$ cat src/rtl/fglb_pkg.sv
// Package for the Fibonacci-growth list buffer.
// Holds the sizes, operation and status codes, the cell command struct and the capacity table.
// No dependencies.
`default_nettype none

package fglb_pkg;

    // Sizes of the list store and its fields.
    localparam int DEPTH       = 64;
    localparam int DATA_WIDTH  = 32;
    localparam int IDX_W       = $clog2(DEPTH);
    localparam int FILL_W      = $clog2(DEPTH + 1);
    localparam int CAP_W       = 7;
    localparam int CMP_W       = (FILL_W > CAP_W) ? FILL_W : CAP_W;
    localparam int LEVEL_W     = 4;
    localparam int FUNC_W      = 3;
    localparam int STATUS_W    = 2;

    // Level limits.
    localparam logic [LEVEL_W-1:0] LEVEL_RESET      = LEVEL_W'(2);
    localparam logic [LEVEL_W-1:0] LEVEL_MAX        = LEVEL_W'(15);
    localparam logic [LEVEL_W-1:0] LEVEL_SHRINK_MIN = LEVEL_W'(3);
    localparam logic [CAP_W-1:0]   CAP_RESET        = CAP_W'(1);

    // Operation codes of a request.
    typedef enum logic [FUNC_W-1:0] {
        FUNC_PUSH   = 3'd0,
        FUNC_POP    = 3'd1,
        FUNC_INSERT = 3'd2,
        FUNC_REMOVE = 3'd3,
        FUNC_LOOKUP = 3'd4
    } func_t;

    // Status codes of a response.
    typedef enum logic [STATUS_W-1:0] {
        ST_OK        = 2'd0,
        ST_UNDERFLOW = 2'd1,
        ST_RANGE     = 2'd2,
        ST_FULL      = 2'd3
    } status_t;

    // Command broadcast from the control unit to every cell.
    typedef struct packed {
        logic                         push_en;
        logic                         ins_en;
        logic                         rem_en;
        logic [IDX_W-1:0]             index;
        logic [FILL_W-1:0]            fill;
        logic signed [DATA_WIDTH-1:0] value;
    } bcast_t;

    // Fibonacci number of a level; levels past the physical depth never occur.
    function automatic logic [CAP_W-1:0] fib_of(input logic [LEVEL_W-1:0] level);
        logic [CAP_W-1:0] fib;
        case (level)
            4'd0:    fib = CAP_W'(0);
            4'd1:    fib = CAP_W'(1);
            4'd2:    fib = CAP_W'(1);
            4'd3:    fib = CAP_W'(2);
            4'd4:    fib = CAP_W'(3);
            4'd5:    fib = CAP_W'(5);
            4'd6:    fib = CAP_W'(8);
            4'd7:    fib = CAP_W'(13);
            4'd8:    fib = CAP_W'(21);
            4'd9:    fib = CAP_W'(34);
            4'd10:   fib = CAP_W'(55);
            4'd11:   fib = CAP_W'(89);
            4'd12:   fib = CAP_W'(144);
            4'd13:   fib = CAP_W'(233);
            4'd14:   fib = CAP_W'(377);
            4'd15:   fib = CAP_W'(610);
            default: fib = CAP_W'(0);
        endcase
        return fib;
    endfunction

endpackage

`default_nettype wire

$ cat src/rtl/fglb_cell.sv
// One storage cell of the list chain: holds one word and decides locally to hold,
// load the new word, or take its left or right neighbor. Depends on fglb_pkg.
`default_nettype none

module fglb_cell
    import fglb_pkg::*;
(
    input  wire logic                         clk,
    input  wire logic [IDX_W-1:0]             pos,
    input  wire bcast_t                       bcast,
    input  wire logic signed [DATA_WIDTH-1:0] left_word,
    input  wire logic signed [DATA_WIDTH-1:0] right_word,
    input  wire logic [IDX_W-1:0]             rd_idx,
    output logic signed [DATA_WIDTH-1:0]      word,
    output logic signed [DATA_WIDTH-1:0]      rd_word
);

    logic signed [DATA_WIDTH-1:0] word_reg;
    logic signed [DATA_WIDTH-1:0] word_next;
    logic [FILL_W-1:0]            pos_ext;
    logic [FILL_W-1:0]            pos_plus1;

    assign pos_ext   = FILL_W'(pos);
    assign pos_plus1 = pos_ext + FILL_W'(1);

    // Local decision from the broadcast command and this cell's position.
    always_comb
    begin
        word_next = word_reg;
        if (bcast.push_en && (pos_ext == bcast.fill))
        begin
            word_next = bcast.value;
        end
        else if (bcast.ins_en)
        begin
            if (pos == bcast.index)
            begin
                word_next = bcast.value;
            end
            else if ((pos > bcast.index) && (pos_ext <= bcast.fill))
            begin
                word_next = left_word;
            end
        end
        else if (bcast.rem_en && (pos >= bcast.index) && (pos_plus1 < bcast.fill))
        begin
            word_next = right_word;
        end
    end

    // Word storage.
    always_ff @(posedge clk)
    begin
        word_reg <= word_next;
    end

    assign word    = word_reg;
    assign rd_word = (pos == rd_idx) ? word_reg : '0;

endmodule

`default_nettype wire

$ cat config.mk
export PLATFORM = sky130hd
export DESIGN_NAME = fglb_cell
export DESIGN_NICKNAME = d
export VERILOG_FILES = /design/src/rtl/fglb_pkg.sv /design/src/rtl/fglb_cell.sv
export SDC_FILE = /design/constraint.sdc
export NUM_CORES = 1
export LEC_CHECK = 0
export BUFFER_PORTS_ARGS = -buffer_cell sky130_fd_sc_hd__buf_2
export CAP_MARGIN = 20
export CORE_ASPECT_RATIO = 1.4
export CORE_MARGIN = 8
export CORE_UTILIZATION = 41
export CTS_CLUSTER_SIZE = 8
export DETAILED_ROUTE_END_ITERATION = 10
export PLACE_DENSITY = 0.81
export SKIP_LAST_GASP = 1
export SYNTH_ARGS = -nofsm -noshare
export SYNTH_HDL_FRONTEND = slang
export SYNTH_SLANG_ARGS = --single-unit
$ cat constraint.sdc
create_clock -name clk -period 3 [get_ports clk]
set_clock_uncertainty 0.1 [all_clocks]
set_input_delay 0.3 -clock clk [delete_from_list [all_inputs] [get_ports clk]]
set_output_delay 0.3 -clock clk [all_outputs]
set_load 0.05 [all_outputs]
==> flow_metrics.env <==
export IMPL_status="finished, final reports clean"
export IMPL_period_share_pct=78.17
export IMPL_ys_warn_count=0
export IMPL_vias=2873
export IMPL_grt_max_degree=33
export IMPL_grt_total_usage_pct=19.63
export IMPL_viasPerCell=5.536
export IMPL_diodes=0
export IMPL_clock_sinks=32
export IMPL_io_buffer_count=188
export IMPL_critPathLaunch="pos[0]"
export IMPL_slew_headroom_pct=57.41
export IMPL_ys_seq_elements=32
export IMPL_area_growth_pct=42.57
export IMPL_yosys_top_cells_area="edfxtp_1 (37%), o22ai_1 (15%), a21oi_2 (10%)"
export IMPL_crit_required_ps=2860
export IMPL_ys_flop_type="edfxtp_1"
export IMPL_dp_cells=511
export IMPL_multi_input_comb_area_sq_um=1453
export IMPL_ys_async_sr_fraction_pct=0
export IMPL_drc_errors=0
export IMPL_avgSynthCellArea_sq_um=9.899
export IMPL_antenna_found_initial=0
export IMPL_synth_edff_count=32
export IMPL_drive_gt1_share_pct=53.69
export IMPL_mappedNetlistArea_sq_um=2584
export IMPL_tightest_slew_ps=636.6
export IMPL_cts_htree_levels=2
export IMPL_yosysTopAreaCell="edfxtp_1"
export IMPL_critPathMaxFanout=19
export IMPL_path_class="in2reg"
export IMPL_drt_iter0_drc=128
export IMPL_ys_seq_area_share_pct=37.19
export IMPL_cts_hold_buf=0
export IMPL_cts_buffer_depth=2
export IMPL_overflow=0
export IMPL_synth_commonest_cells="o22ai_1 (64), and2_1 (32), edfxtp_1 (32)"
export IMPL_ir_drop_mv=0.4015
export IMPL_layout_nets=591
export IMPL_wl_per_cell_um=18.34
export IMPL_setup_tns_final_ps=0
export IMPL_p_per_area_nw_per_um2=457.2
export IMPL_synth_top_area_share_pct=37.19
export IMPL_ant_nets=0
export IMPL_grt_pass1_wl_um=14900
export IMPL_dieArea_sq_um=9134
export IMPL_place_hpwl_um=7666
export IMPL_ff_latch_area_sq_um=960.9
export IMPL_syn_nets=406
export IMPL_root_buffer="clkbuf_8"
export IMPL_min_from="right_word[21]"
export IMPL_crit_arrival_ps=2210
export IMPL_start_kind="primary input"
export IMPL_cap_violations=0
export IMPL_hp_class="in2reg"
export IMPL_grt_pass1_vias=3092
export IMPL_routabilityCongestion=0.8522
export IMPL_cts_resized=0
export IMPL_end_kind="register"
export IMPL_cts_inserted_buffers=5
export IMPL_fmax_mhz=426.4
export IMPL_final_min_clock_period_ps=2345
export IMPL_drt_wl_total_um=9518
export IMPL_cts_setup_buffers=0
export IMPL_hold_violations=0
export IMPL_cts_tree="built"
export IMPL_fp_row_count=34
export IMPL_io_pins=189
export IMPL_holdPathEnd="word[21]$_DFFE_PP_"
export IMPL_largest_reg_flops=32
export IMPL_syn_inst=261
export IMPL_clkSlewWorstSetupHoldPaths_ps=80
export IMPL_core_sq_um=6168
export IMPL_final_max_slew_violation_count=0
export IMPL_start_util_pct=41.89
export IMPL_post_synth_top_count_cell="o22ai_1"
export IMPL_min_path_cells=3
export IMPL_setup_viol=0
export IMPL_yosysUniqueCellTypes=34
export IMPL_final_core_util_pct=59.72
export IMPL_p_leak_nw=1.794
export IMPL_die_x_um=83.09
export IMPL_fill_cells=550
export IMPL_rsz0062_at_grt="no"
export IMPL_fp_dieH_um=109.9
export IMPL_finalNonFillerCells=519
export IMPL_dr_pass1_iters=4
==> power by group <==
group / total (mW) / switching (mW) / leakage (nW) / internal [mW]
Sequential: 0.621 / 0.0367 / 0.307 / 0.585
Clock: 0.408 / 0.162 / 0.0541 / 0.246
Combinational: 0.655 / 0.461 / 1.43 / 0.194
Total: 1.68 / 0.660 / 1.79 / 1.02
==> logic make-up (layout without fill, tap and decap cells) <==
group	Yosys count	count (layout)	share of synthesized area, %
AO/OA/AOI/OAI	110	110	29.93
XOR/XNOR	10	10	3.390
adder cells (fa/ha/maj)	20	20	9.685
buffers and inverters	34	220	6.585
flip-flops	32	32	37.19
AND/OR/NAND/NOR	55	55	13.22
==> stage by stage <==
| stage | hold WS [ps] | instance area (sq um) | setup WS (ps) | power [mW] |
|---|---|---|---|---|
| 2_1_floorplan | 451.6 | 2584 | 277.4 | 1.069 |
| 3_3_place_gp | 539.9 | 3572 | 427.7 | 1.273 |
| 3_5_place_dp | 550.8 | 3572 | 361.7 | 1.287 |
| 4_1_cts | 254.0 | 3684 | 656.3 | 1.696 |
| 5_1_grt | 258.2 | 3684 | 498.8 | 1.761 |
| 6_report | 261.8 | 3684 | 654.8 | 1.684 |
==> cell usage in the layout, fill, tap and decap left out, types with 2 or more instances in the layout <==
cell	n
nor2_1	2
ha_1	20
edfxtp_1	32
a21o_1	3
o22ai_1	64
and3_1	2
nand3_1	4
buf_2	188
a21oi_1	5
and2_1	32
nand2_1	5
o21ai_0	2
inv_1	14
nand3_2	2
o2111ai_1	2
clkbuf_8	5
buf_4	10
xnor2_1	7
a21oi_2	30
xor2_1	3
==> metal layers <==
metal  up-vias  track usage, %  share of wire (%)
met5         -               0                  0
met4         0           9.824                3.2
met3        26           4.448                5.9
met2       148           36.27                 54
met1      1320           20.54                 37
li1       1379               -                  -
==> worst max-delay path, cell delays in order <==
cell and delay (ps):
buf_2 140, ha_1 230, xor2_1 150, ha_1 290
a21oi_1 140, o21ai_0 90, a21o_1 180, a41oi_1 220
o211a_1 190, buf_4 270
==> how the worst max path moves through the flow <==
stage                     slack, ps  cells past startpoint            endpoint
after global placement          430                     10  word[15]$_DFFE_PP_
after detailed placement        360                     10  word[14]$_DFFE_PP_
after global routing            500                     10  word[19]$_DFFE_PP_
after CTS                       660                     10  word[13]$_DFFE_PP_
after floorplan                 280                      8   word[0]$_DFFE_PP_
final                           650                     10  word[14]$_DFFE_PP_
==> cell type report <==
type / instances / area share, %
clock buffers: 5 / 1.868
clock inverters: 3 / 1.155
inverters: 14 / 1.427
multi-input cells: 195 / 39.44
flip-flops and latches: 32 / 26.09
well taps: 72 / 2.446
repair buffers: 198 / 27.58
Note: power is estimated with default switching activity, not from simulation.
